--- config.mk ---
export PLATFORM = sky130hd
export DESIGN_NAME = power_peak_parabolic_locator
export DESIGN_NICKNAME = d
export VERILOG_FILES = /design/src/rtl/ppl_pkg.sv /design/src/rtl/ppl_divider.sv /design/src/rtl/power_peak_parabolic_locator.sv
export SDC_FILE = /design/constraint.sdc
export NUM_CORES = 2
export LEC_CHECK = 0
export ABC_AREA = 1
export BUFFER_PORTS_ARGS = -buffer_cell sky130_fd_sc_hd__buf_2
export CORE_UTILIZATION = 40
export DETAILED_ROUTE_END_ITERATION = 10
export PLACE_DENSITY = 0.55
export SYNTH_ARGS = -nofsm -noshare
export SYNTH_HDL_FRONTEND = slang
export SYNTH_HIERARCHICAL = 1
export SYNTH_SLANG_ARGS = --single-unit
--- constraint.sdc ---
create_clock -name clk -period 10.2 [get_ports clk]
set_clock_uncertainty 0.05 [all_clocks]
set_input_delay 0.51 -clock clk [delete_from_list [all_inputs] [get_ports clk]]
set_output_delay 0.51 -clock clk [all_outputs]
set_load 0.01 [all_outputs]
--- src/rtl/ppl_pkg.sv ---
`timescale 1ns / 1ps
`default_nettype none
// ----------------------------------------------------------------------------
// ppl_pkg
// widths, register map and shared types of the power peak locator
// ----------------------------------------------------------------------------
package ppl_pkg;

  localparam int SAMPLE_W   = 16;
  localparam int IDX_W      = 16;
  localparam int PWR_W      = 32;
  localparam int OFF_W      = 18;
  localparam int FRAC_STEPS = 16;
  localparam int QUO_W      = FRAC_STEPS + 1;
  localparam int DIV_W      = PWR_W + 6;
  localparam int STEP_W     = $clog2(FRAC_STEPS);

  localparam int IN_DATA_W  = 2 * SAMPLE_W;
  localparam int RES_W      = IDX_W + OFF_W + PWR_W + 2;
  localparam int OUT_DATA_W = ((RES_W + 7) / 8) * 8;

  localparam int CFG_ADDR_W = 4;
  localparam int CFG_DATA_W = 32;

  localparam logic [1:0] REG_WIN_LOW   = 2'd0;
  localparam logic [1:0] REG_WIN_HIGH  = 2'd1;
  localparam logic [1:0] REG_LOCAL_MAX = 2'd2;

  localparam logic [IDX_W-1:0] WIN_LOW_RST  = IDX_W'(1);
  localparam logic [IDX_W-1:0] WIN_HIGH_RST = IDX_W'(65534);

  typedef struct packed {
    logic             done;
    logic             flat;
    logic [OFF_W-1:0] offset;
  } ppl_div_res_t;

endpackage
`default_nettype wire

--- src/rtl/ppl_divider.sv ---
`timescale 1ns / 1ps
`default_nettype none
// ----------------------------------------------------------------------------
// ppl_divider
// restoring divider for the parabola vertex offset, one quotient bit a cycle
// ----------------------------------------------------------------------------
module ppl_divider (
  input  wire                        clk,
  input  wire                        rst_n,
  input  wire                        start,
  input  wire [ppl_pkg::PWR_W-1:0]   yl,
  input  wire [ppl_pkg::PWR_W-1:0]   yp,
  input  wire [ppl_pkg::PWR_W-1:0]   yr,
  output ppl_pkg::ppl_div_res_t      res
);
  import ppl_pkg::*;

  logic signed [PWR_W+1:0] num_s;
  logic signed [DIV_W-1:0] curv_s;
  logic signed [DIV_W-1:0] den_s;
  logic [DIV_W-1:0]        an_w;
  logic [DIV_W-1:0]        ad_w;
  logic [DIV_W-1:0]        rem_shift;
  logic [QUO_W-1:0]        q_sel;
  logic [OFF_W-1:0]        q_ext;

  logic                    busy_r;
  logic                    done_r;
  logic [STEP_W-1:0]       cnt_r;
  logic [DIV_W-1:0]        rem_r;
  logic [DIV_W-1:0]        ad_r;
  logic [QUO_W-1:0]        q_r;
  logic                    neg_r;
  logic                    flat_r;
  logic                    sat_r;

  always_comb begin
    num_s  = $signed({2'b00, yl}) - $signed({2'b00, yr});
    curv_s = $signed({{(DIV_W-PWR_W){1'b0}}, yl}) + $signed({{(DIV_W-PWR_W){1'b0}}, yr})
           - $signed({{(DIV_W-PWR_W-1){1'b0}}, yp, 1'b0});
    den_s  = curv_s <<< 1;
    an_w   = num_s[PWR_W+1] ? DIV_W'(-num_s) : DIV_W'(num_s);
    ad_w   = den_s[DIV_W-1] ? DIV_W'(-den_s) : DIV_W'(den_s);
    rem_shift = {rem_r[DIV_W-2:0], 1'b0};
    q_sel  = sat_r ? QUO_W'(1 << FRAC_STEPS) : q_r;
    q_ext  = OFF_W'(q_sel);
  end

  always_ff @(posedge clk) begin
    if (!rst_n) begin
      busy_r <= 1'b0;
      done_r <= 1'b0;
      cnt_r  <= '0;
    end else begin
      done_r <= 1'b0;
      if (start) begin
        busy_r <= 1'b1;
        cnt_r  <= '0;
      end else if (busy_r) begin
        cnt_r <= cnt_r + 1'b1;
        if (cnt_r == STEP_W'(FRAC_STEPS - 1)) begin
          busy_r <= 1'b0;
          done_r <= 1'b1;
        end
      end
    end
  end

  always_ff @(posedge clk) begin
    if (start) begin
      rem_r  <= an_w;
      ad_r   <= ad_w;
      q_r    <= '0;
      neg_r  <= num_s[PWR_W+1] ^ den_s[DIV_W-1];
      flat_r <= (den_s == '0);
      sat_r  <= (an_w >= ad_w);
    end else if (busy_r) begin
      if (rem_shift >= ad_r) begin
        rem_r <= rem_shift - ad_r;
        q_r   <= {q_r[QUO_W-2:0], 1'b1};
      end else begin
        rem_r <= rem_shift;
        q_r   <= {q_r[QUO_W-2:0], 1'b0};
      end
    end
  end

  always_comb begin
    res.done   = done_r;
    res.flat   = flat_r;
    if (flat_r) begin
      res.offset = '0;
    end else if (neg_r) begin
      res.offset = OFF_W'(-q_ext);
    end else begin
      res.offset = q_ext;
    end
  end

  a_done_after_busy: assert property (@(posedge clk) disable iff (!rst_n)
    done_r |-> !busy_r)
    else $error("divider done while still iterating");

  a_busy_after_start: assert property (@(posedge clk) disable iff (!rst_n)
    start |=> busy_r && cnt_r == '0)
    else $error("divider did not start iterating");

  a_flat_zero: assert property (@(posedge clk) disable iff (!rst_n)
    done_r && flat_r |-> res.offset == '0)
    else $error("flat fit with nonzero offset");

endmodule
`default_nettype wire

--- src/rtl/power_peak_parabolic_locator.sv ---
`timescale 1ns / 1ps
`default_nettype none
// ----------------------------------------------------------------------------
// power_peak_parabolic_locator
// power peak search over a frame of i/q samples with parabolic refinement
//
// input beats carry one sample each (i in tdata[15:0], q in tdata[31:16]) and
// in_tlast marks the final sample of a frame. one output beat is sent per
// frame, after its last sample: peak index, vertex offset in 1/65536 sample,
// peak power and the found and flat flags.
// for each sample one shared 16x16 squarer forms i*i and then q*q, and a
// compare step updates the best candidate; in_tready is high only between
// samples. after the last sample the offset comes from a restoring divider,
// one quotient bit a cycle; the divider is skipped when no candidate was
// found in the frame. window and mode registers sit on the apb port; the
// user must write them only while idle, as the block itself does not
// enforce it. reset is synchronous: registers return to window 1..65534
// with local max mode and the frame state clears. if the receiver stalls,
// the result is held in the output register and the next frame's samples
// are still taken; a further result waits until the held one is taken.
// ----------------------------------------------------------------------------
module power_peak_parabolic_locator (
  input  wire                                clk,
  input  wire                                rst_n,
  // slave side: [15:0] sample_i, [31:16] sample_q
  input  wire                                in_tvalid,
  output logic                               in_tready,
  input  wire [ppl_pkg::IN_DATA_W-1:0]       in_tdata,
  input  wire                                in_tlast,
  // master side: [15:0] peak_index, [33:16] peak_offset, [65:34] peak_power,
  // [66] peak_found, [67] flat_fit, [71:68] zero
  output logic                               out_tvalid,
  input  wire                                out_tready,
  output logic [ppl_pkg::OUT_DATA_W-1:0]     out_tdata,
  // configuration
  input  wire                                cfg_psel,
  input  wire                                cfg_penable,
  input  wire                                cfg_pwrite,
  input  wire [ppl_pkg::CFG_ADDR_W-1:0]      cfg_paddr,
  input  wire [ppl_pkg::CFG_DATA_W-1:0]      cfg_pwdata,
  output logic [ppl_pkg::CFG_DATA_W-1:0]     cfg_prdata,
  output logic                               cfg_pready
);
  import ppl_pkg::*;

  localparam logic [2:0] ST_IDLE  = 3'd0;
  localparam logic [2:0] ST_SQI   = 3'd1;
  localparam logic [2:0] ST_SQQ   = 3'd2;
  localparam logic [2:0] ST_JUDGE = 3'd3;
  localparam logic [2:0] ST_FIN   = 3'd4;
  localparam logic [2:0] ST_DIV   = 3'd5;
  localparam logic [2:0] ST_OUT   = 3'd6;

  logic [2:0]          state_r;
  logic [2:0]          state_nxt;

  logic [IDX_W-1:0]    win_low_r;
  logic [IDX_W-1:0]    win_high_r;
  logic                local_max_r;
  logic                cfg_wr;
  logic [1:0]          cfg_idx;

  logic [SAMPLE_W-1:0] smp_i_r;
  logic [SAMPLE_W-1:0] smp_q_r;
  logic                last_r;

  logic [SAMPLE_W-1:0] mul_sel;
  logic [SAMPLE_W-1:0] mag;
  logic [PWR_W-1:0]    sq;
  logic [PWR_W-1:0]    acc_r;

  logic [IDX_W-1:0]    cnt_r;
  logic [PWR_W-1:0]    pd1_r;
  logic [PWR_W-1:0]    pd2_r;
  logic [PWR_W-1:0]    best_pwr_r;
  logic [IDX_W-1:0]    best_pos_r;
  logic [PWR_W-1:0]    best_l_r;
  logic [PWR_W-1:0]    best_r_r;
  logic                cand_r;

  logic [IDX_W-1:0]    lo_eff;
  logic [IDX_W-1:0]    cur_idx;
  logic                qualify;

  logic [OFF_W-1:0]    res_off_r;
  logic                res_flat_r;
  logic                div_start;
  ppl_div_res_t        div_res;

  logic                out_tvalid_r;
  logic [OUT_DATA_W-1:0] out_tdata_r;
  logic                in_acc;
  logic                out_load;

  // configuration port
  assign cfg_pready = 1'b1;
  assign cfg_wr     = cfg_psel & cfg_penable & cfg_pwrite & cfg_pready;
  assign cfg_idx    = cfg_paddr[3:2];

  always_comb begin
    case (cfg_idx)
      REG_WIN_LOW:   cfg_prdata = CFG_DATA_W'(win_low_r);
      REG_WIN_HIGH:  cfg_prdata = CFG_DATA_W'(win_high_r);
      REG_LOCAL_MAX: cfg_prdata = CFG_DATA_W'(local_max_r);
      default:       cfg_prdata = '0;
    endcase
  end

  always_ff @(posedge clk) begin
    if (!rst_n) begin
      win_low_r   <= WIN_LOW_RST;
      win_high_r  <= WIN_HIGH_RST;
      local_max_r <= 1'b1;
    end else if (cfg_wr) begin
      case (cfg_idx)
        REG_WIN_LOW:   win_low_r   <= cfg_pwdata[IDX_W-1:0];
        REG_WIN_HIGH:  win_high_r  <= cfg_pwdata[IDX_W-1:0];
        REG_LOCAL_MAX: local_max_r <= cfg_pwdata[0];
        default:       ;
      endcase
    end
  end

  // shared squarer
  assign mul_sel = (state_r == ST_SQI) ? smp_i_r : smp_q_r;
  assign mag     = mul_sel[SAMPLE_W-1] ? SAMPLE_W'(-mul_sel) : mul_sel;
  assign sq      = PWR_W'(mag * mag);

  // candidate test for the sample before the current one
  assign lo_eff  = (win_low_r == '0) ? IDX_W'(1) : win_low_r;
  assign cur_idx = cnt_r - 1'b1;
  assign qualify = (cnt_r >= IDX_W'(2)) && (cur_idx >= lo_eff) && (cur_idx <= win_high_r)
                 && (pd1_r > best_pwr_r)
                 && (!local_max_r || ((pd1_r > pd2_r) && (pd1_r > acc_r)));

  assign in_acc    = in_tvalid & in_tready;
  assign in_tready = (state_r == ST_IDLE);
  assign out_load  = (state_r == ST_OUT) && (!out_tvalid_r || out_tready);
  assign div_start = (state_r == ST_FIN) && cand_r;

  always_comb begin
    state_nxt = state_r;
    case (state_r)
      ST_IDLE:  if (in_acc) state_nxt = ST_SQI;
      ST_SQI:   state_nxt = ST_SQQ;
      ST_SQQ:   state_nxt = ST_JUDGE;
      ST_JUDGE: state_nxt = last_r ? ST_FIN : ST_IDLE;
      ST_FIN:   state_nxt = cand_r ? ST_DIV : ST_OUT;
      ST_DIV:   if (div_res.done) state_nxt = ST_OUT;
      ST_OUT:   if (out_load) state_nxt = ST_IDLE;
      default:  state_nxt = ST_IDLE;
    endcase
  end

  always_ff @(posedge clk) begin
    if (!rst_n) begin
      state_r <= ST_IDLE;
    end else begin
      state_r <= state_nxt;
    end
  end

  always_ff @(posedge clk) begin
    if (in_acc) begin
      smp_i_r <= in_tdata[SAMPLE_W-1:0];
      smp_q_r <= in_tdata[IN_DATA_W-1:SAMPLE_W];
      last_r  <= in_tlast;
    end
    if (state_r == ST_SQI) begin
      acc_r <= sq;
    end else if (state_r == ST_SQQ) begin
      acc_r <= acc_r + sq;
    end
  end

  // frame state
  always_ff @(posedge clk) begin
    if (!rst_n || out_load) begin
      cnt_r      <= '0;
      pd1_r      <= '0;
      pd2_r      <= '0;
      best_pwr_r <= '0;
      best_pos_r <= '0;
      best_l_r   <= '0;
      best_r_r   <= '0;
      cand_r     <= 1'b0;
    end else if (state_r == ST_JUDGE) begin
      if (qualify) begin
        best_pwr_r <= pd1_r;
        best_pos_r <= cur_idx;
        best_l_r   <= pd2_r;
        best_r_r   <= acc_r;
        cand_r     <= 1'b1;
      end
      pd2_r <= pd1_r;
      pd1_r <= acc_r;
      cnt_r <= cnt_r + 1'b1;
    end
  end

  ppl_divider u_div (
    .clk   (clk),
    .rst_n (rst_n),
    .start (div_start),
    .yl    (best_l_r),
    .yp    (best_pwr_r),
    .yr    (best_r_r),
    .res   (div_res)
  );

  always_ff @(posedge clk) begin
    if (state_r == ST_FIN && !cand_r) begin
      res_off_r  <= '0;
      res_flat_r <= 1'b0;
    end else if (state_r == ST_DIV && div_res.done) begin
      res_off_r  <= div_res.offset;
      res_flat_r <= div_res.flat;
    end
  end

  // output register
  always_ff @(posedge clk) begin
    if (!rst_n) begin
      out_tvalid_r <= 1'b0;
    end else if (out_load) begin
      out_tvalid_r <= 1'b1;
    end else if (out_tready) begin
      out_tvalid_r <= 1'b0;
    end
  end

  always_ff @(posedge clk) begin
    if (out_load) begin
      out_tdata_r <= OUT_DATA_W'({res_flat_r, cand_r,
                                  cand_r ? best_pwr_r : PWR_W'(0),
                                  res_off_r,
                                  cand_r ? best_pos_r : lo_eff});
    end
  end

  assign out_tvalid = out_tvalid_r;
  assign out_tdata  = out_tdata_r;

  a_accept_starts: assert property (@(posedge clk) disable iff (!rst_n)
    in_acc |=> state_r == ST_SQI)
    else $error("accepted sample did not start the squarer");

  a_div_done_in_div: assert property (@(posedge clk) disable iff (!rst_n)
    div_res.done |-> state_r == ST_DIV)
    else $error("divider result outside the divide phase");

  a_no_peak_clean: assert property (@(posedge clk) disable iff (!rst_n)
    out_tvalid && !out_tdata[IDX_W+OFF_W+PWR_W] |->
      out_tdata[IDX_W+OFF_W+PWR_W-1:IDX_W] == '0 && !out_tdata[IDX_W+OFF_W+PWR_W+1])
    else $error("no-peak result carries offset, power or flat flag");

  a_flat_no_offset: assert property (@(posedge clk) disable iff (!rst_n)
    out_tvalid && out_tdata[IDX_W+OFF_W+PWR_W+1] |-> out_tdata[IDX_W+OFF_W-1:IDX_W] == '0)
    else $error("flat fit result with nonzero offset");

endmodule
`default_nettype wire

==> results.md <==
* Worst path arrival time at 9.70 ns
* Met3 wire length at 3770 um
* Port Buf Inserts at 143
* Worst path bufs/invs at 11
* Worst Path Max Fanout at 10
* Syn Area/Cell at 6.91 sq um
* Seq/Total Area, Yosys at 26.2%
* Drt first pass iters at 5
* Root buffer cell: clkbuf_16
* Reg-to-Reg Start: state_r[1]
* Global-route wire length before repair at 210000 um
* Layout cells sized above 1 at 7.26%
* Final WL at 132000 um
* Synth unique cells at 68
* Clock Latency Late Sink at 0.68 ns
* Hold Path Class: in2reg
* Slew Viols, Final at 0
* Top delay family on crit path: adder cells
* Setup TNS at 0 ns
* Setup Viol. Count Final at 0
* Async set-reset flop share out of synthesis at 0%
* CTS max path bufs at 3
* Run status: finished, final reports clean
* Top sig layer: met4
* Routed length per instance at 16.2 um
* RD Place Congestion at 0.943
* Remaining antenna violation count at 0
* Maxcap violations at 0
* Place WS at 0.689 ns
* H-tree depth at 2
* TritonCTS sink count at 482
* Synth Warn # at 6
* Antenna violations before repair at 2
* Most frequent CP cell: inv_1
* Startpoint types: flop
* RSZ-0062 raised after global routing: no
* Yosys reg bits at 482
* Final worst path period share at 91.3%
* TritonCTS Buffers at 58
* Diode count at 0
* Mapped Area at 0.0449 sq mm
* Fin nets at 7307
* Worst path required time at 10.59 ns
* Core Region at 0.111 sq mm
* Die Height at 337 um
* Num rows at 122
* Number of remaining DRC errors at 0
* Congestion Overflow GR at 0
* Via Count at 39600
* Critical path origin: state_r[1]
* Post-synthesis cell count at 6495
* CTS tree: built
* Vias in the first global route at 39000
* WL met2 at 63600 um
* I/O Pins at 183
* Final min period at 9.31 ns
* Critical path type: reg2reg
* Final hold slack at 0.0265 ns
* Area grow syn2layout at 9.93%
* Slowest cell on the critical path: fa_1
* F_max at 107 MHz
* Initial drt markers at 2280
* Hold Crit Start: cfg_pwdata[1]
* Vias/cell at 4.85
* GRT Overall Usage at 23.4%
* Setup ws final at 0.889 ns
* CP Capture Type: flop
* Hold Vio Cnt, Final at 0
* Largest net degree at the start of global routing at 89
* Max transition margin at 36.2%
* DIE WIDTH at 337 um
* CP max stage delay at 0.61 ns
* Die ar. at 0.114 sq mm
* Clk pin slew, worst setup/hold paths at 0.06 ns
* DPL Wire Length at 106000 um
* Metal-1 WL at 60100 um
* Initial core utilization at 40.5%
* Primary FF master, synth: dfxtp_1
* Worst-Margin Slew at 0.957 ns
* Post-synth EDFFs at 210
[what timing repair did]
| action | 4_1_cts | 5_1_grt |
|---|---|---|
| setup endpoints to repair | 0 | 8 |
| hold endpoints to repair | 41 | 0 |
| buffers inserted | 0 | 0 |
| hold buffers | 41 | 0 |
| gates resized for setup | 0 | 8 |
[synth_stat cells, types with 11 or more instances]
library cell | count | area share, %
o211ai_1 | 32 | 0.54
a21oi_1 | 349 | 3.9
fa_1 | 195 | 8.7
edfxtp_1 | 210 | 14
buf_1 | 11 | 0.092
o21bai_1 | 14 | 0.23
nand4_1 | 173 | 2.4
nand2_1 | 1651 | 14
o21ai_0 | 232 | 2.6
dfxtp_1 | 272 | 12
clkbuf_1 | 100 | 0.84
nor2_1 | 573 | 4.8
o22ai_1 | 31 | 0.43
buf_4 | 27 | 0.45
nand3_1 | 269 | 3.0
xor2_1 | 90 | 1.8
or2_2 | 17 | 0.24
o21ai_1 | 23 | 0.26
ha_1 | 407 | 11
a31oi_1 | 14 | 0.20
inv_2 | 43 | 0.36
nand2_2 | 57 | 0.79
a21o_1 | 25 | 0.42
nor3_1 | 60 | 0.67
xnor2_1 | 33 | 0.64
nand3b_1 | 11 | 0.18
inv_1 | 1363 | 11
buf_2 | 34 | 0.38
nor2_2 | 26 | 0.36
o21a_1 | 17 | 0.28
[layout make-up]
cell class,instances,area (sq um)
inverters,1412,5300
clock buffers,85,1660
clock inverters,24,231
well taps,1488,1860
repair buffers,217,1370
multi-input cells,4458,27200
flip-flops and latches,482,11800
fillers,11700,61600
[layer usage]
metal / vias to the layer above / track usage [%]
met3: 202 / 1.75
met2: 635 / 40.8
met1: 18200 / 30.2
met5: - / 0
met4: 0 / 8.71
li1: 20600 / -
[state kept, by name (all words and copies together), names as in the netlist, 17 cells and up]
name         count
out_tdata       68
u_div/ad_r      37
u_div/rem_r     37
acc_r           32
best_l_r        32
best_pwr_r      32
best_r_r        32
pd1_r           32
pd2_r           32
res_off_r       18
u_div/q_r       17
[placed cells by master (no fill, tap or decap), drive strengths merged, types with 173 or more instances in the layout]
cell,n
buf,176
nand2,1711
inv,1414
a21oi,356
nor2,608
nand3,279
dfxtp,272
edfxtp,210
ha,407
fa,195
o21ai,266
nand4,173
[per-stage QoR]
| step | std cells | area [sq um] | utilization [%] |
|---|---|---|---|
| 2_1_floorplan | 6534 | 45000 | - |
| 3_3_place_gp | 8016 | 47000 | 42.4 |
| 3_5_place_dp | 8016 | 47000 | 42.4 |
| 4_1_cts | 8166 | 49300 | 44.5 |
| 5_1_grt | 8166 | 49400 | 44.5 |
| 6_report | 8166 | 49400 | 44.5 |
[logic make-up after synthesis]
family | after synthesis | synth area share (%)
and+or+nand+nor | 2897 | 27.4
adders and majority gates | 602 | 20.0
other | 4 | 0.0334
buffers and inverters | 1594 | 13.8
DFF | 482 | 26.2
xor gates and xnor gates | 130 | 2.70
AOI/OAI and AO/OA | 786 | 9.81
[worst min-delay path, delay by kind of cell]
family / cells / cell delay, ns
simple gates: 1 / 0.05
compound gates: 1 / 0.07
buf+inv: 1 / 0.09
[final timing paths]
check	endpoint	slack, ns	depth (start not counted)
setup / recovery	acc_r[29]	0.89	43
hold reg to reg	out_tdata[21]	0.38	0
hold / removal	win_high_r[1]	0.03	3
setup reg to reg	acc_r[29]	0.89	43
Power is left out: the tool's default activity adds up to more than one toggle a clock period on the data nets, which glitch-free logic cannot reach.
